$ cat config.mk
export PLATFORM = sky130hd
export DESIGN_NAME = pdbp_ctrl
export DESIGN_NICKNAME = d
export VERILOG_FILES = /design/src/rtl/pdbp_pkg.sv /design/src/rtl/pdbp_ctrl.sv
export SDC_FILE = /design/constraint.sdc
export NUM_CORES = 1
export LEC_CHECK = 0
export ABC_CLOCK_PERIOD_IN_PS = 4100
export BUFFER_PORTS_ARGS = -buffer_cell sky130_fd_sc_hd__buf_4
export CELL_PAD_IN_SITES_DETAIL_PLACEMENT = 0
export CELL_PAD_IN_SITES_GLOBAL_PLACEMENT = 2
export CORE_MARGIN = 8
export CORE_UTILIZATION = 32
export DETAILED_ROUTE_END_ITERATION = 6
export PLACE_DENSITY_LB_ADDON = 0.1
export SYNTH_ARGS = -nofsm -noshare
export SYNTH_HDL_FRONTEND = slang
export SYNTH_SLANG_ARGS = --single-unit
$ cat constraint.sdc
create_clock -name clk -period 4.1 [get_ports clk]
set_input_delay 0.82 -clock clk [delete_from_list [all_inputs] [get_ports clk]]
set_output_delay 0.82 -clock clk [all_outputs]
set_load 0.05 [all_outputs]
$ cat src/rtl/pdbp_pkg.sv
`default_nettype none
// ----------------------------------------------------------------------------
// pdbp_pkg
// Shared types and codes of the packet deframer with its buffer pool.
// ----------------------------------------------------------------------------
package pdbp_pkg;

  // Item opcodes
  localparam logic OP_RX   = 1'b0;
  localparam logic OP_READ = 1'b1;

  // Configuration register indexes
  localparam logic [1:0] CFG_SYNC_FIRST  = 2'd0;
  localparam logic [1:0] CFG_SYNC_SECOND = 2'd1;
  localparam logic [1:0] CFG_MAX_LENGTH  = 2'd2;

  // Configuration reset values
  localparam logic [7:0] SYNC_FIRST_RST  = 8'd34;
  localparam logic [7:0] SYNC_SECOND_RST = 8'd105;
  localparam logic [7:0] MAX_LENGTH_RST  = 8'd251;

  typedef enum logic [1:0] {
    PS_SYNC1,
    PS_SYNC2,
    PS_LEN,
    PS_DATA
  } parse_state_t;

  typedef struct packed {
    logic [7:0] sync_first;
    logic [7:0] sync_second;
    logic [7:0] max_length;
  } cfg_t;

  typedef struct packed {
    logic        data_valid;
    logic [7:0]  data_byte;
    logic        last_byte;
    logic [7:0]  message_length;
    logic        all_empty;
    logic        frame_done;
    logic [31:0] packet_count;
  } result_t;

endpackage
`default_nettype wire

$ cat src/rtl/pdbp_ctrl.sv
`default_nettype none
// ----------------------------------------------------------------------------
// pdbp_ctrl
// Frame parser, buffer allocation, ready flags and read pointer; issues at most
// one payload RAM access per item and builds the item's result (less the byte).
// ----------------------------------------------------------------------------
module pdbp_ctrl #(
  parameter int NUM_BUFFERS  = 2,
  parameter int BUFFER_BYTES = 256,
  localparam int BufW  = (NUM_BUFFERS > 1) ? $clog2(NUM_BUFFERS) : 1,
  localparam int OffW  = $clog2(BUFFER_BYTES),
  localparam int AddrW = $clog2(NUM_BUFFERS * BUFFER_BYTES)
) (
  input  wire logic             clk,
  input  wire logic             rst,
  input  wire pdbp_pkg::cfg_t   cfg,
  input  wire logic             accept,
  input  wire logic             opcode,
  input  wire logic [7:0]       rx_byte,
  output logic                  ram_wr_en,
  output logic      [AddrW-1:0] ram_wr_addr,
  output logic      [7:0]       ram_wr_data,
  output logic                  ram_rd_en,
  output logic      [AddrW-1:0] ram_rd_addr,
  output pdbp_pkg::result_t     stage
);

  localparam logic [8:0] BufBytes9 = 9'(BUFFER_BYTES);

  pdbp_pkg::parse_state_t state, state_next;

  logic [NUM_BUFFERS-1:0] ready, ready_next;
  logic [7:0]             lengths [NUM_BUFFERS];
  logic                   len_we;
  logic [BufW-1:0]        fill_buffer, fill_buffer_next;
  logic [OffW-1:0]        fill_offset, fill_offset_next;
  logic [7:0]             fill_length, fill_length_next;
  logic [BufW-1:0]        read_buffer, read_buffer_next;
  logic [OffW-1:0]        read_offset, read_offset_next;
  logic [31:0]            count, count_next;

  logic            free_found, ready_found, cont, found;
  logic [BufW-1:0] free_idx, ready_idx, sel_buf;
  logic [OffW-1:0] sel_off;
  logic [7:0]      sel_len;

  function automatic logic [AddrW-1:0] buf_addr(logic [BufW-1:0] b, logic [OffW-1:0] o);
    buf_addr = AddrW'(b) * AddrW'(BUFFER_BYTES) + AddrW'(o);
  endfunction

  // Lowest free and lowest ready buffer
  always_comb begin
    free_found  = 1'b0;
    free_idx    = '0;
    ready_found = 1'b0;
    ready_idx   = '0;
    for (int i = NUM_BUFFERS - 1; i >= 0; i--) begin
      if (!ready[i]) begin
        free_found = 1'b1;
        free_idx   = BufW'(i);
      end
      if (ready[i]) begin
        ready_found = 1'b1;
        ready_idx   = BufW'(i);
      end
    end
  end

  always_comb begin
    cont    = (read_offset != '0) && ready[read_buffer];
    sel_buf = cont ? read_buffer : ready_idx;
    sel_off = cont ? read_offset : '0;
    found   = cont || ready_found;
    sel_len = lengths[sel_buf];
  end

  always_comb begin
    state_next       = state;
    ready_next       = ready;
    len_we           = 1'b0;
    fill_buffer_next = fill_buffer;
    fill_offset_next = fill_offset;
    fill_length_next = fill_length;
    read_buffer_next = read_buffer;
    read_offset_next = read_offset;
    count_next       = count;
    ram_wr_en        = 1'b0;
    ram_wr_addr      = buf_addr(fill_buffer, fill_offset);
    ram_wr_data      = rx_byte;
    ram_rd_en        = 1'b0;
    ram_rd_addr      = buf_addr(sel_buf, sel_off);
    stage            = '0;

    if (accept) begin
      if (opcode == pdbp_pkg::OP_RX) begin
        unique case (state)
          pdbp_pkg::PS_SYNC1: begin
            if (rx_byte == cfg.sync_first) begin
              state_next = pdbp_pkg::PS_SYNC2;
            end
          end
          pdbp_pkg::PS_SYNC2: begin
            if (rx_byte == cfg.sync_second) begin
              state_next = pdbp_pkg::PS_LEN;
            end
          end
          pdbp_pkg::PS_LEN: begin
            if (rx_byte == 8'd0 || rx_byte > cfg.max_length || 9'(rx_byte) > BufBytes9) begin
              state_next = pdbp_pkg::PS_SYNC2;
            end else if (!free_found) begin
              fill_buffer_next = '0;
              state_next       = pdbp_pkg::PS_SYNC1;
            end else begin
              fill_buffer_next = free_idx;
              fill_length_next = rx_byte;
              fill_offset_next = '0;
              len_we           = 1'b1;
              state_next       = pdbp_pkg::PS_DATA;
            end
          end
          pdbp_pkg::PS_DATA: begin
            ram_wr_en        = 1'b1;
            fill_offset_next = fill_offset + OffW'(1);
            if (9'(fill_offset) + 9'd1 == 9'(fill_length)) begin
              ready_next[fill_buffer] = 1'b1;
              state_next              = pdbp_pkg::PS_SYNC1;
              count_next              = count + 32'd1;
              stage.frame_done        = 1'b1;
            end
          end
          default: begin
            state_next = pdbp_pkg::PS_SYNC1;
          end
        endcase
      end else if (found) begin
        ram_rd_en            = 1'b1;
        read_buffer_next     = sel_buf;
        stage.data_valid     = 1'b1;
        stage.message_length = sel_len;
        if (9'(sel_off) + 9'd1 >= 9'(sel_len)) begin
          stage.last_byte     = 1'b1;
          ready_next[sel_buf] = 1'b0;
          read_offset_next    = '0;
        end else begin
          read_offset_next = sel_off + OffW'(1);
        end
      end else begin
        read_offset_next = '0;
      end
    end

    stage.all_empty    = ~|ready_next;
    stage.packet_count = count_next;
  end

  always_ff @(posedge clk) begin
    if (rst) begin
      state       <= pdbp_pkg::PS_SYNC1;
      ready       <= '0;
      fill_buffer <= '0;
      fill_offset <= '0;
      fill_length <= '0;
      read_buffer <= '0;
      read_offset <= '0;
      count       <= '0;
    end else begin
      state       <= state_next;
      ready       <= ready_next;
      fill_buffer <= fill_buffer_next;
      fill_offset <= fill_offset_next;
      fill_length <= fill_length_next;
      read_buffer <= read_buffer_next;
      read_offset <= read_offset_next;
      count       <= count_next;
    end
  end

  // Stored lengths are only read after being written
  always_ff @(posedge clk) begin
    if (len_we) begin
      lengths[free_idx] <= rx_byte;
    end
  end

endmodule
`default_nettype wire

==> results.json <==
{
  "rows": 45,
  "core_um2": 15100,
  "status": "finished, final reports clean",
  "rsz0062_at_grt": "true",
  "vdd_drop_max_v": 0.000179,
  "r2r_end": "read_offset[1]$_SDFFE_PP0P_",
  "setup_violations": 0,
  "synth-async-reset-ratio_pct": 0,
  "io_pins": 116,
  "nets": 708,
  "yosys.area.top_type": "dfxtp_1",
  "fin_worst_skew_ps": 11.4,
  "tightest_slew_ps": 714,
  "min_period_ps": 3980,
  "grt_antenna_before_repair": 0,
  "drive_gt1_share_pct": 30.7,
  "worstSkewPairLatency_ps": 340,
  "clock_path_buffers": 2,
  "arrival_ps": 3160,
  "worstSetupEndpointType": "output port",
  "yosysWarnings": 0,
  "place_area_um2": 5860,
  "grt-busiest-layer": "met2",
  "vias_per_cell": 5.01,
  "cts_sinks": 78,
  "slew-limit-headroom_pct": 52.4,
  "fin_crit_sh_pct": 97.2,
  "maxCapViolCount": 0,
  "synth.area.top_cells": "dfxtp_1 25%, edfxtp_1 9.7%, xnor2_1 6.9%",
  "drv_slew": 0,
  "grt_pass1_vias": 4311,
  "critical_path_required_ps": 3280,
  "detailed_place_hpwl_um": 10400,
  "flow.area_growth_from_synthesis_pct": 28.9,
  "synth-seq-area-share_pct": 34.9,
  "crit_fanout": 4,
  "grt_pass1_wl_um": 22300,
  "drc_errors": 0,
  "yosysMostFrequentCell": "dfxtp_1",
  "netlist_area_um2": 4930,
  "yosys.cell_types.count": 69,
  "p_per_area_nw_per_um2": 272,
  "hold_start": "fill_buffer$_SDFFE_PP0P_",
  "drt-initial-drc-count": 132,
  "postRouteAntennaNets": 0,
  "ys_ff_latch": 78,
  "wire_per_inst_um": 16.5,
  "gr-usage-met3_pct": 2.96,
  "initial_core_util_pct": 32.6,
  "die_area_um2": 19600,
  "use_met2_pct": 23.1,
  "place_congestion": 0.810,
  "synth_common_cells": "62 x dfxtp_1, 48 x nor2_1, 39 x xnor2_1",
  "whs_path_depth": 2,
  "grt_max_degree": 50,
  "hold_end": "ready[1]$_SDFF_PP0_",
  "synth-main-ff-cell": "dfxtp_1",
  "reg2regPathDepth": 13,
  "worstSetupPathType": "flip-flop to output port",
  "hp-class": "flip-flop to flip-flop",
  "nFillCells": 1576,
  "met1_usage_pct": 17.6,
  "grt-ovfl-total": 0,
  "numCtsBuffers": 9,
  "ff2ff_setup_slack_ps": 920,
  "vias": 4236,
  "io_buffers": 107,
  "holdWs_ps": 517,
  "final_cell_area_um2": 6360,
  "syn_inst": 550,
  "clk_root_buffer_cell": "clkbuf_16",
  "synth_edf_count": 16,
  "leakage_nw": 2.81,
  "clkTransAtPathRegs_ps": 60,
  "netlist.area_leader.share_pct": 25.2,
  "die_w_um": 140,
  "routed_wl_um": 13900,
  "cts_tree": "yes",
  "timing_hold_violations_final": 0,
  "antenna_cells": 0,
  "track_usage_pct": 14.0,
  "crit_path_start_kind": "flip-flop",
  "clock.fmax_mhz": 251,
  "die_h_um": 140,
  "dr.pass1.iters": 4,
  "r2r_start": "read_offset[7]$_SDFFE_PP0P_",
  "crit_start": "read_offset[7]$_SDFFE_PP0P_",
  "syn_avg_cell_area_um2": 8.97,
  "htree_levels": 3
}
## worst max-delay path, cell delays in order, from the launching register on
cell,delay [ps]
dfxtp_4,350
nor4_4,280
nand2_1,120
a21boi_2,220
nor2b_4,90
mux2i_2,210
ha_1,280
a21o_1,180
a21o_1,180
a221oi_2,300
o21ai_2,110
nand3_2,110
maj3_2,220
nor2_4,40
buf_6,140
## layer usage
layer / up-vias / share of wire [%]
li1: 2118 / -
met1: 2022 / 47
met2: 81 / 48
met3: 15 / 3.9
met4: 0 / 1.7
met5: - / 0
## logic make-up after synthesis
logic type / after synthesis / synth area share, %
muxes: 27 / 5.86
xor gates and xnor gates: 62 / 11.2
buffers and inverters: 64 / 6.87
adders and majority gates: 20 / 5.02
and+or+nand+nor: 232 / 26.4
other: 1 / 0.0760
DFF: 78 / 34.9
AOI/OAI and AO/OA: 66 / 9.71
## layout make-up
class / count / area [um^2] / area share [%]
Multi-Input combinational cell: 415 / 3040 / 47.8
Inverter: 21 / 78.8 / 1.24
Tap cell: 188 / 235 / 3.70
Timing Repair Buffer: 128 / 968 / 15.2
Sequential cell: 78 / 1740 / 27.3
Clock inverter: 5 / 56.3 / 0.885
Clock buffer: 11 / 244 / 3.84
## where the power goes
group	leakage, nW	switching, mW	internal, mW
logic	2.01	0.0843	0.0478
clock network	0.153	0.324	0.491
registers	0.646	0.0000658	0.780
total	2.81	0.408	1.32
## state kept, by name, indices dropped and copies added, names as in the netlist
signal       cells
read_offset      8
fill_buffer      1
count           32
fill_offset      8
state            2
fill_length      8
lengths         16
ready            2
read_buffer      1
## stage by stage
stage | util [%] | setup TNS [ps] | instances | total power, mW | worst slack, ps
after detailed placement | 38.7 | 0 | 824 | 0.933 | 4.43
final | 42.0 | 0 | 846 | 1.73 | 116
after CTS | 41.3 | 0 | 844 | 1.76 | 3.41
after global placement | 38.7 | 0 | 824 | 0.931 | 69.6
after global routing | 42.0 | -57.0 | 846 | 1.79 | -44.9
after floorplan | - | 0 | 557 | 0.885 | 30.4
## cell usage in the layout, fill, tap and decap left out, types with 5 or more instances in the layout
master,Yosys,routed
nor2b_1,13,12
conb_1,1,8
a31oi_1,5,5
nor4_1,7,5
xor2_1,22,22
nand4_1,15,15
nor2_1,48,47
nand2_1,35,35
and3_1,10,10
mux2_2,8,7
xnor2_1,39,38
buf_4,21,126
a22o_1,7,7
ha_1,19,17
nand3_1,20,19
o21ai_0,9,8
nor3_1,15,15
mux2i_1,15,11
clkbuf_16,0,9
a21oi_1,13,13
edfxtp_1,16,16
and2_1,35,32
inv_1,21,21
dfxtp_1,62,57
## how the worst max path moves through the flow
stage                end  slack [ps]  cells past startpoint
2_1_floorplan  stage[33]          30                     15
3_3_place_gp   stage[33]          70                     14
3_5_place_dp   stage[33]           4                     14
4_1_cts        stage[18]           3                     10
5_1_grt        stage[33]         -40                     14
6_report       stage[33]         120                     14
## repair_timing
item                       4_1_cts  5_1_grt
hold buffers                     0        0
pin swaps                        8        9
setup endpoints to repair        2       24
resized for setup               19       16
setup buffers                    4        2
Note: power is estimated with default switching activity, not from simulation.
