--- src/rtl/pdbp_pkg.sv ---
`default_nettype none
// ----------------------------------------------------------------------------
// pdbp_pkg
// Shared types and codes of the packet deframer with its buffer pool.
// ----------------------------------------------------------------------------
package pdbp_pkg;

  // Item opcodes
  localparam logic OP_RX   = 1'b0;
  localparam logic OP_READ = 1'b1;

  // Configuration register indexes
  localparam logic [1:0] CFG_SYNC_FIRST  = 2'd0;
  localparam logic [1:0] CFG_SYNC_SECOND = 2'd1;
  localparam logic [1:0] CFG_MAX_LENGTH  = 2'd2;

  // Configuration reset values
  localparam logic [7:0] SYNC_FIRST_RST  = 8'd34;
  localparam logic [7:0] SYNC_SECOND_RST = 8'd105;
  localparam logic [7:0] MAX_LENGTH_RST  = 8'd251;

  typedef enum logic [1:0] {
    PS_SYNC1,
    PS_SYNC2,
    PS_LEN,
    PS_DATA
  } parse_state_t;

  typedef struct packed {
    logic [7:0] sync_first;
    logic [7:0] sync_second;
    logic [7:0] max_length;
  } cfg_t;

  typedef struct packed {
    logic        data_valid;
    logic [7:0]  data_byte;
    logic        last_byte;
    logic [7:0]  message_length;
    logic        all_empty;
    logic        frame_done;
    logic [31:0] packet_count;
  } result_t;

endpackage
`default_nettype wire

--- src/rtl/pdbp_out.sv ---
`default_nettype none
// ----------------------------------------------------------------------------
// pdbp_out
// Two-deep result pipe: a stage that waits for the RAM read data, then the
// output register. Stalls the input only when both are full.
// ----------------------------------------------------------------------------
module pdbp_out (
  input  wire logic              clk,
  input  wire logic              rst,
  input  wire logic              accept,
  input  wire pdbp_pkg::result_t stage,
  input  wire logic [7:0]        ram_rd_data,
  input  wire logic              result_stall,
  output logic                   hold,
  output logic                   result_valid,
  output pdbp_pkg::result_t      result
);

  logic              s1_valid;
  pdbp_pkg::result_t s1;
  pdbp_pkg::result_t s1_merged;
  logic              advance;

  assign advance = s1_valid && (!result_valid || !result_stall);
  assign hold    = s1_valid && !advance;

  // Merge the RAM read data into the waiting beat
  always_comb begin
    s1_merged           = s1;
    s1_merged.data_byte = s1.data_valid ? ram_rd_data : 8'd0;
  end

  always_ff @(posedge clk) begin
    if (rst) begin
      s1_valid     <= 1'b0;
      result_valid <= 1'b0;
    end else begin
      if (accept) begin
        s1_valid <= 1'b1;
      end else if (advance) begin
        s1_valid <= 1'b0;
      end
      if (advance) begin
        result_valid <= 1'b1;
      end else if (!result_stall) begin
        result_valid <= 1'b0;
      end
    end
  end

  always_ff @(posedge clk) begin
    if (accept) begin
      s1 <= stage;
    end
    if (advance) begin
      result <= s1_merged;
    end
  end

endmodule
`default_nettype wire
--- config.mk ---
export PLATFORM = sky130hd
export DESIGN_NAME = pdbp_out
export DESIGN_NICKNAME = d
export VERILOG_FILES = /design/src/rtl/pdbp_pkg.sv /design/src/rtl/pdbp_out.sv
export SDC_FILE = /design/constraint.sdc
export NUM_CORES = 1
export LEC_CHECK = 0
export BUFFER_PORTS_ARGS = -buffer_cell sky130_fd_sc_hd__buf_2
export CORE_MARGIN = 10
export CORE_UTILIZATION = 40
export CTS_CLUSTER_SIZE = 24
export DETAILED_ROUTE_END_ITERATION = 12
export MAX_ROUTING_LAYER = met4
export PLACE_DENSITY = 0.74
export SLEW_MARGIN = 20
export SYNTH_ARGS = -nofsm -noshare
export SYNTH_HDL_FRONTEND = slang
export SYNTH_SLANG_ARGS = --single-unit
export TNS_END_PERCENT = 10
--- constraint.sdc ---
create_clock -name clk -period 7.1 [get_ports clk]
set_input_delay 0.71 -clock clk [delete_from_list [all_inputs] [get_ports clk]]
set_output_delay 0.71 -clock clk [all_outputs]
set_load 0.01 [all_outputs]
==> flow_metrics.env, run 1 <==
export IMPL_synth_area_leaders="edfxtp_1 96%, and2_1 1.7%, dfxtp_1 1.3%"
export IMPL_htree_levels=3
export IMPL_required_ns=6.39
export IMPL_final_cells=337
export IMPL_syn_area_um2=3010
export IMPL_hp_class="register to register"
export IMPL_grt_first_pass_wirelength_mm=8.84
export IMPL_grt_usage=0.107
export IMPL_rows=31
export IMPL_final_seq_area_um2=2920
export IMPL_path_delay_family="buffers and inverters"
export IMPL_worstPathMaxFanout=4
export IMPL_multi_input_area_um2=93.8
export IMPL_routabilityCongestion=0.777
export IMPL_slowest_stage="and3_1"
export IMPL_clockPowerShare=0.308
export IMPL_crit_chain="buf_2 > and3_1 > buf_2"
export IMPL_cts_buffer_depth=2
export IMPL_grt_pass1_vias=1607
export IMPL_max_stage_delay_ns=0.17
export IMPL_cts_hold_buf=0
export IMPL_grt_max_degree=53
export IMPL_async_flop_share=0
export IMPL_ant_nets=0
export IMPL_drt_total_wl_mm=5.84
export IMPL_synth_flop_cell="edfxtp_1"
export IMPL_crit_top_cell="buf_2"
export IMPL_synth_edf_count=96
export IMPL_slew_headroom=0.327
export IMPL_port_buffers=109
export IMPL_vdd_drop_max_uv=92.9
export IMPL_clk_latency_ns=0.36
export IMPL_synth_most_common_cell="edfxtp_1"
export IMPL_max_cap_violations=0
export IMPL_ys_types=8
export IMPL_path_class="input pin to output pin"
export IMPL_critPathArrivalTime_ns=1.15
export IMPL_nNetsFinal=297
export IMPL_hold_ws_ns=0.416
export IMPL_holdPathStages=0
export IMPL_final_period_utilization=0.262
export IMPL_clkSlewWorstSetupHoldPaths_ns=0.09
export IMPL_io_pin_count=118
export IMPL_drc=0
export IMPL_worst_path_buf_inv=2
export IMPL_syn_to_final_growth_pct=29.1
export IMPL_dr_total_vias=1508
export IMPL_p_int_uw=837
export IMPL_grt_overflow_total=0
export IMPL_die_height_um=107
export IMPL_die_area_um2=11400
export IMPL_syn_inst=112
export IMPL_via_per_inst=4.47
export IMPL_crit_cells=3
export IMPL_crit_path_start_kind="input pin"
export IMPL_power_leakage_nw=1.51
export IMPL_p_seq_frac=0.641
export IMPL_avgRoutedWirePerCell_um=17.3
export IMPL_core_um2=7290
export IMPL_cts_tree="built"
export IMPL_die_w_um=107
export IMPL_skew_ns=0.0105
export IMPL_antenna_found_initial=0
export IMPL_fmax_ghz=0.538
export IMPL_setup_viol=0
export IMPL_fin_tns_setup_ns=0
export IMPL_finalHoldViolations=0
export IMPL_syn_avg_cell_area_um2=26.8
export IMPL_synth_warning_count=0
export IMPL_synth_top_cell_by_area="edfxtp_1"
export IMPL_switchingPower_uw=237
export IMPL_worstRegToRegCells=2
export IMPL_cts_resized=0
export IMPL_pwr_share_comb=0.051
export IMPL_drive_above_1_share=0.529
export IMPL_n_antenna_cell=0
export IMPL_cts_root_buf="clkbuf_8"
export IMPL_power_density_nw_per_um2=277
export IMPL_rsz0062_at_grt="false"
export IMPL_drt_iter0_markers=60
export IMPL_switching_share=0.220
export IMPL_yosysSeqAreaShare=0.973
export IMPL_post_cts_setup_buffer_count=0
export IMPL_dr_pass1_iters=4
export IMPL_initial_core_util=0.412
export IMPL_fill_cells=600
export IMPL_period_needed_ns=1.86
export IMPL_ys_top_cells_by_count="96 x edfxtp_1, 8 x and2_1, 2 x dfxtp_1, 2 x nor2_1"
export IMPL_dp_cells=321
export IMPL_ys_ff_latch=98
export IMPL_outcome="finished clean"
export IMPL_synth_top_cell_area_share=0.959
export IMPL_cts_sinks=98
export IMPL_cts_buffers_inserted=9
export IMPL_endpoint_kind="output pin"
export IMPL_worst_slew_pin_slew_ns=1.01
export IMPL_slew_viol_final=0
export IMPL_syn_nets=176
-- cells in the final DEF, fill, tap and decap left out, drive strengths merged --
| master | n |
|---|---|
| clkinv | 3 |
| nor2 | 2 |
| and2 | 8 |
| clkbuf | 10 |
| dfxtp | 2 |
| and3 | 1 |
| a31oi | 1 |
| edfxtp | 96 |
| buf | 110 |
| a21boi | 1 |
| inv | 3 |
| a21oi | 1 |
-- stage by stage --
| stage | utilization | setup slack [ns] | instance area, µm² | total power, mW |
|---|---|---|---|---|
| 6_report | 0.532 | 5.24 | 3880 | 1.07 |
| 5_1_grt | 0.532 | 5.22 | 3880 | 1.12 |
| 4_1_cts | 0.532 | 5.24 | 3880 | 1.09 |
| 3_5_place_dp | 0.507 | 5.16 | 3690 | 0.759 |
| 3_3_place_gp | 0.507 | 5.18 | 3690 | 0.754 |
| 2_1_floorplan | - | 3.42 | 3010 | 0.717 |
-- final timing paths --
check,endpoint,start,slack (ns)
hold reg to reg,result[16]$_DFFE_PP_,s1[16]$_DFFE_PP_,0.42
setup / recovery,hold,result_stall,5.24
hold / removal,result[16]$_DFFE_PP_,s1[16]$_DFFE_PP_,0.42
setup reg to reg,result[18]$_DFFE_PP_,s1_valid$_SDFFE_PP0P_,5.62
-- power by group through the flow --
| stage | logic [mW] | clock network [mW] | registers (mW) |
|---|---|---|---|
| 4_1_cts | 0.0562 | 0.343 | 0.689 |
| 3_5_place_dp | 0.0560 | 0 | 0.703 |
| 3_3_place_gp | 0.0539 | 0 | 0.700 |
| 6_report | 0.0544 | 0.331 | 0.688 |
| 2_1_floorplan | 0.00732 | 0 | 0.709 |
| 5_1_grt | 0.0601 | 0.371 | 0.692 |
-- metal layers --
metal / part of all wire / GRT usage / vias to the layer above
met4: 0.023 / 0.0609 / 0
met5: 0 / - / -
li1: - / - / 685
met1: 0.42 / 0.124 / 722
met2: 0.43 / 0.148 / 91
met3: 0.12 / 0.0545 / 10
-- final cells by class --
cell class	count	share of cell area
flip-flops and latches	98	0.754
well taps	99	0.0319
multi-input cells	14	0.0242
clock inverters	6	0.0148
clock buffers	10	0.0329
repair buffers	110	0.143
-- cells by family (layout without fill, tap and decap cells) --
| kind of cell | count (synthesis) | count (layout) | share of synthesized area |
|---|---|---|---|
| compound gates | 3 | 3 | 0.00625 |
| buf+inv | 0 | 126 | 0 |
| simple gates | 11 | 11 | 0.0212 |
| flops | 98 | 98 | 0.973 |
-- sequential cells by signal, summed over array words and instances, names as in the netlist --
name,flops
result,52
result_valid,1
s1_valid,1
s1,44
Power figures use the tool's default switching activity.
==> run 2, diff against run 1 <==
--- a/config.mk
+++ b/config.mk
@@ -5,13 +5,14 @@
 export SDC_FILE = /design/constraint.sdc
 export NUM_CORES = 1
 export LEC_CHECK = 0
+export ABC_AREA = 1
 export BUFFER_PORTS_ARGS = -buffer_cell sky130_fd_sc_hd__buf_2
 export CORE_MARGIN = 10
 export CORE_UTILIZATION = 40
 export CTS_CLUSTER_SIZE = 24
 export DETAILED_ROUTE_END_ITERATION = 12
 export MAX_ROUTING_LAYER = met4
-export PLACE_DENSITY = 0.74
+export PLACE_DENSITY = 0.76
 export SLEW_MARGIN = 20
 export SYNTH_ARGS = -nofsm -noshare
 export SYNTH_HDL_FRONTEND = slang
==> constraint.sdc (replaced) <==
create_clock -name clk -period 1.5 [get_ports clk]
set_input_delay 0.15 -clock clk [delete_from_list [all_inputs] [get_ports clk]]
set_output_delay 0.15 -clock clk [all_outputs]
set_load 0.01 [all_outputs]
==> run 2 against run 1 <==
Against the previous run: final area up 13%; sequential power increased to 4.7 times the previous value; routed wire length up 16%; sequential share of layout area down 8.5 points; critical path depth did not move; non-clock buffer count rose by 46; clock power grew to 4.7 times the previous value; hold slack got worse by 0.36 ns; largest cell class unchanged.
==> flow_metrics.env, run 2 <==
export IMPL_syn_area_um2=3020
export IMPL_cts_buffers_inserted=9
export IMPL_path_class="register to register"
export IMPL_finalHoldViolations=0
export IMPL_dr_total_vias=1734
export IMPL_cts_tree="built"
export IMPL_skew_ns=0.0101
export IMPL_critPathArrivalTime_ns=1.24
export IMPL_io_pin_count=118
export IMPL_r2r_setup_slack_ns=0.30
export IMPL_clk_latency_ns=0.36
export IMPL_grt_first_pass_wirelength_mm=10.4
export IMPL_synth_area_leaders="edfxtp_1 95%, inv_1 1.4%, dfxtp_1 1.3%"
export IMPL_reg2reg_from="s1_valid$_SDFFE_PP0P_"
export IMPL_htree_levels=3
export IMPL_placed_area_um2=3740
export IMPL_worstSetupEndpoint="result[12]$_DFFE_PP_"
export IMPL_cts_resized=0
export IMPL_cts_buffer_depth=2
export IMPL_synth_top_cell_by_area="edfxtp_1"
export IMPL_syn_to_final_growth_pct=44.7
export IMPL_largest_register_ffs=52
export IMPL_yosysSeqAreaShare=0.967
export IMPL_layout_commonest_cell="buf_2"
export IMPL_grt_max_degree=53
export IMPL_drt_iter0_markers=38
export IMPL_clkSlewWorstSetupHoldPaths_ns=0.10
export IMPL_setup_viol=0
export IMPL_die_area_um2=11400
export IMPL_async_flop_share=0
export IMPL_outcome="finished clean"
export IMPL_crit_path_start="s1_valid$_SDFFE_PP0P_"
export IMPL_mostFrequentLayoutCells="109 x buf_2, 96 x edfxtp_1, 45 x dlygate4sd3_1"
export IMPL_synth_flop_cell="edfxtp_1"
export IMPL_nNetsFinal=353
export IMPL_synth_warning_count=0
export IMPL_syn_inst=123
export IMPL_crit_chain="inv_1 > a21oi_4 > buf_12"
export IMPL_grt_overflow_total=0
export IMPL_worstPathMaxFanout=52
export IMPL_rows=31
export IMPL_worst_slew_pin_slew_ns=0.284
export IMPL_reg_top3="result: 52 flops, s1: 44 flops"
export IMPL_synth_most_common_cell="edfxtp_1"
export IMPL_post_cts_setup_buffer_count=0
export IMPL_antenna_found_initial=1
export IMPL_synth_edf_count=96
export IMPL_vdd_drop_max_uv=570
export IMPL_fin_util=0.600
export IMPL_ys_types=7
export IMPL_power_density_nw_per_um2=1190
export IMPL_synth_top_cell_area_share=0.954
export IMPL_final_period_utilization=0.801
export IMPL_fin_tns_setup_ns=0
export IMPL_rsz0062_at_grt="false"
export IMPL_die_w_um=107
export IMPL_max_cap_violations=0
export IMPL_worstRegToRegCells=3
export IMPL_grt_usage=0.124
export IMPL_max_stage_delay_ns=0.36
export IMPL_ant_nets=0
export IMPL_drt_total_wl_mm=6.81
export IMPL_regMostFlops="result"
export IMPL_syn_avg_cell_area_um2=24.6
export IMPL_required_ns=1.54
export IMPL_slew_headroom=0.811
export IMPL_dp_slack_ns=0.323
export IMPL_initial_core_util=0.415
export IMPL_port_buffers=109
export IMPL_fill_cells=546
export IMPL_endpoint_kind="register"
export IMPL_hp_class="input pin to register"
export IMPL_slew_viol_final=0
export IMPL_drive_above_1_share=0.439
export IMPL_ys_top_cells_by_count="96 x edfxtp_1, 11 x inv_1, 9 x nand2_1, 3 x a21oi_1, 2 x dfxtp_1"
export IMPL_timing_final_ws_setup_ns=0.298
export IMPL_power_leakage_nw=1.78
export IMPL_period_needed_ns=1.20
export IMPL_core_um2=7290
export IMPL_cts_hold_buf=45
export IMPL_die_height_um=107
export IMPL_grt_pass1_vias=1882
export IMPL_dr_pass1_iters=4
export IMPL_routabilityCongestion=0.802
export IMPL_crit_path_start_kind="register"
export IMPL_avgRoutedWirePerCell_um=17.3
export IMPL_cts_root_buf="clkbuf_8"
export IMPL_drc=0
export IMPL_syn_nets=187
export IMPL_cts_sinks=98
export IMPL_fmax_ghz=0.832
export IMPL_via_per_inst=4.40
export IMPL_ys_ff_latch=98
export IMPL_hpwlAfterDp_mm=4.41
export IMPL_reg2reg_to="result[12]$_DFFE_PP_"
export IMPL_slowest_stage="dfxtp_1"
export IMPL_design_area_um2=4370
## run 2: critical path, delay by kind of cell (launching register included)
kind            cells  cell delay (ns)
buf+inv             2             0.35
compound gates      1             0.14
flops               1             0.36
## run 2: worst min-delay path by stage
stage	from	to	slack, ns	cells past startpoint
detailed placement	rst	result_valid$_SDFFE_PP0P_	0.32	2
global placement	rst	result_valid$_SDFFE_PP0P_	0.31	2
finish	ram_rd_data[7]	result[50]$_SDFFCE_PN0P_	0.05	3
CTS	ram_rd_data[0]	result[43]$_SDFFCE_PN0P_	0.04	3
floorplan	rst	result_valid$_SDFFE_PP0P_	0.21	1
global route	ram_rd_data[7]	result[50]$_SDFFCE_PN0P_	0.05	3
## run 2: cells by family after synthesis
logic type | after synthesis | synth area share
DFF | 98 | 0.967
buffers and inverters | 12 | 0.0153
and+or+nand+nor | 10 | 0.0128
AOI/OAI and AO/OA | 3 | 0.00497
## run 2: cell type report
| type | count | area (µm²) | area share |
|---|---|---|---|
| sequential | 98 | 2920 | 0.668 |
| clock inverter | 7 | 57.6 | 0.0132 |
| antenna | 1 | 2.50 | 0.000572 |
| inverter | 11 | 41.3 | 0.00944 |
| timing repair buffer | 156 | 1040 | 0.237 |
| multi-input combinational | 13 | 65.1 | 0.0149 |
| tap | 99 | 124 | 0.0283 |
| clock buffer | 9 | 124 | 0.0283 |
## run 2: through the flow
step                      cells  power [mW]  hold WS [ns]
after global routing        394        5.40        0.0515
after global placement      332        3.58         0.314
final                       394        5.19        0.0542
after detailed placement    332        3.61         0.317
after CTS                   393        5.25        0.0354
after floorplan             123        3.39         0.212
## run 2: report_power, final
part	switching, mW	internal (mW)	total [mW]
clock	0.922	0.629	1.55
sequential	0.0522	3.21	3.26
combinational	0.180	0.191	0.371
total	1.15	4.03	5.19
## run 2: per-layer routing
metal  track usage  share of wire  wire length, µm  vias up
met5             -              0                0        -
met1         0.125           0.37             2550      836
met4        0.0426          0.012               82        0
met2         0.207           0.52             3520       91
li1              -              -                -      799
met3        0.0593          0.096              654        8
==> run 3, diff against run 2 <==
--- a/config.mk
+++ b/config.mk
@@ -12,7 +12,7 @@
 export CTS_CLUSTER_SIZE = 24
 export DETAILED_ROUTE_END_ITERATION = 12
 export MAX_ROUTING_LAYER = met4
-export PLACE_DENSITY = 0.76
+export PLACE_DENSITY = 0.74
 export SLEW_MARGIN = 20
 export SYNTH_ARGS = -nofsm -noshare
 export SYNTH_HDL_FRONTEND = slang
==> constraint.sdc (replaced) <==
create_clock -name clk -period 1.21 [get_ports clk]
set_input_delay 0.121 -clock clk [delete_from_list [all_inputs] [get_ports clk]]
set_output_delay 0.121 -clock clk [all_outputs]
set_load 0.01 [all_outputs]
==> run 3 against run 2 <==
Against the previous run: power rose by 20%; count of clock-buffer cells in the layout did not move; critical path type unchanged; sequential cell count did not move; worst setup slack got worse by 0.22 ns; sequential power rose by 24%; critical path depth did not move; critical endpoint is now result[7]$_DFFE_PP_; largest cell class unchanged; final area rose by 0.26%; non-clock buffer count rose by 2; first-iteration DRC count rose by 21%; cell count did not move; register-to-register slack got worse by 0.22 ns; core utilization rose by 0.15 points.
==> flow_metrics.env, run 3 (same netlist as run 2, synthesis figures left out) <==
export IMPL_outcome="finished clean"
export IMPL_path_delay_family="flip-flops"
export IMPL_cts_root_buf="clkbuf_8"
export IMPL_hp_class="input pin to register"
export IMPL_core_um2=7290
export IMPL_die_area_um2=11400
export IMPL_clk_latency_ns=0.34
export IMPL_max_stage_delay_ns=0.33
export IMPL_required_ns=1.26
export IMPL_drc=0
export IMPL_die_height_um=107
export IMPL_worstRegToRegCells=3
export IMPL_finalPower_mw=6.23
export IMPL_drt_iter0_markers=46
export IMPL_htree_levels=3
export IMPL_vdd_drop_max_uv=577
export IMPL_avgRoutedWirePerCell_um=16.1
export IMPL_nNetsFinal=355
export IMPL_critPathArrivalTime_ns=1.19
export IMPL_rsz0062_at_grt="false"
export IMPL_reg_top3="result: 52 flops, s1: 44 flops"
export IMPL_cts_buffer_depth=2
export IMPL_max_cap_violations=0
export IMPL_via_per_inst=4.26
export IMPL_initial_core_util=0.415
export IMPL_rows=31
export IMPL_grt_usage=0.116
export IMPL_power_density_nw_per_um2=1420
export IMPL_ant_nets=0
export IMPL_fin_tns_setup_ns=0
export IMPL_hpwlAfterDp_mm=4.29
export IMPL_worstPathMaxFanout=9
export IMPL_grt_first_pass_wirelength_mm=9.74
export IMPL_crit_chain="inv_1 > a21oi_4 > buf_4"
export IMPL_placed_area_um2=3770
export IMPL_grt_max_degree=46
export IMPL_worst_path_buf_inv=2
export IMPL_skew_ns=0.00919
export IMPL_cts_buffers_inserted=9
export IMPL_routabilityCongestion=0.773
export IMPL_io_pin_count=118
export IMPL_clkSlewWorstSetupHoldPaths_ns=0.09
export IMPL_dr_pass1_iters=4
export IMPL_layout_commonest_cell="buf_2"
export IMPL_syn_to_final_growth_pct=45.1
export IMPL_dr_total_vias=1679
export IMPL_n_antenna_cell=0
export IMPL_finalHoldViolations=0
export IMPL_reg2reg_from="s1_valid$_SDFFE_PP0P_"
export IMPL_fin_util=0.601
export IMPL_grt_pass1_vias=1839
export IMPL_grt_overflow_total=0
export IMPL_largest_register_ffs=52
export IMPL_worst_slew_pin_slew_ns=0.291
export IMPL_r2r_setup_slack_ns=0.08
export IMPL_crit_path_start_kind="register"
export IMPL_slowest_stage="dfxtp_1"
export IMPL_path_class="register to register"
export IMPL_endpoint_kind="register"
export IMPL_setup_viol=0
export IMPL_fmax_ghz=0.882
export IMPL_antenna_found_initial=0
export IMPL_slew_viol_final=0
export IMPL_die_w_um=107
export IMPL_port_buffers=109
export IMPL_power_leakage_nw=1.77
export IMPL_regMostFlops="result"
export IMPL_holdPathStages=3
export IMPL_period_needed_ns=1.13
export IMPL_min_from="ram_rd_data[2]"
export IMPL_slew_headroom=0.806
export IMPL_drt_total_wl_mm=6.34
export IMPL_cts_tree="built"
export IMPL_reg2reg_to="result[7]$_DFFE_PP_"
export IMPL_design_area_um2=4390
export IMPL_final_period_utilization=0.936
export IMPL_cts_sinks=98
export IMPL_mostFrequentLayoutCells="108 x buf_2, 96 x edfxtp_1, 45 x dlygate4sd3_1"
export IMPL_drive_above_1_share=0.434
export IMPL_hold_end="result[45]$_SDFFCE_PN0P_"
## run 3: cell types whose count changed in the layout (fill, tap and decap cells not counted), sizes merged
cell / change
buf: +2
inv: -4
diode: -1
clkinvlp: +3
## run 3: worst reg2reg max path: cells and delay by family (launching register included)
family / cells / cell delay [ns]
DFF: 1 / 0.33
buffers and inverters: 2 / 0.30
AOI/OAI and AO/OA: 1 / 0.21
## run 3: cell type report
| type | count | area, µm² |
|---|---|---|
| clock buffer | 9 | 124 |
| inverter | 11 | 41.3 |
| clock inverter | 6 | 35.0 |
| sequential | 98 | 2930 |
| tap | 99 | 124 |
| timing repair buffer | 158 | 1070 |
| multi-input combinational | 13 | 65.1 |
| fill | 587 | 2910 |
## run 3: through the flow
stage          instances  setup slack (ns)  hold slack [ns]
6_report             394            0.0768           0.0431
5_1_grt              394            0.0125           0.0201
4_1_cts              394            0.0486           0.0200
3_5_place_dp         334            0.0625            0.287
3_3_place_gp         334             0.101            0.284
2_1_floorplan        123            -0.453            0.183
## run 3: power breakdown
group          total [mW]  internal, mW  switching (mW)  leakage (nW)
Clock                1.73         0.717            1.01        0.0722
Sequential           4.04          3.98          0.0581         0.937
Combinational       0.470         0.247           0.222         0.760
## run 3: worst max path at each step
stage | from | to | slack (ns) | cells past startpoint
2_1_floorplan | result_valid$_SDFFE_PP0P_ | result[0]$_DFFE_PP_ | -0.45 | 1
3_3_place_gp | s1_valid$_SDFFE_PP0P_ | result[45]$_SDFFCE_PN0P_ | 0.10 | 3
5_1_grt | result_valid$_SDFFE_PP0P_ | hold | 0.01 | 3
6_report | s1_valid$_SDFFE_PP0P_ | result[7]$_DFFE_PP_ | 0.08 | 3
4_1_cts | s1_valid$_SDFFE_PP0P_ | result[33]$_DFFE_PP_ | 0.05 | 3
3_5_place_dp | s1_valid$_SDFFE_PP0P_ | result[7]$_DFFE_PP_ | 0.06 | 3
## run 3: layer usage
metal,track usage,vias to the layer above,routed length (µm)
li1,-,798,-
met1,0.120,787,2490
met2,0.184,83,3130
met3,0.0611,11,627
met4,0.0406,0,95
met5,-,-,0
## run 3: timing repair
item / CTS / global route
endpoints found under the hold margin: 46 / 0
setup endpoints to repair: 0 / 1
buffers inserted: 0 / 0
hold buffers: 45 / 0
gates resized for setup: 0 / 2
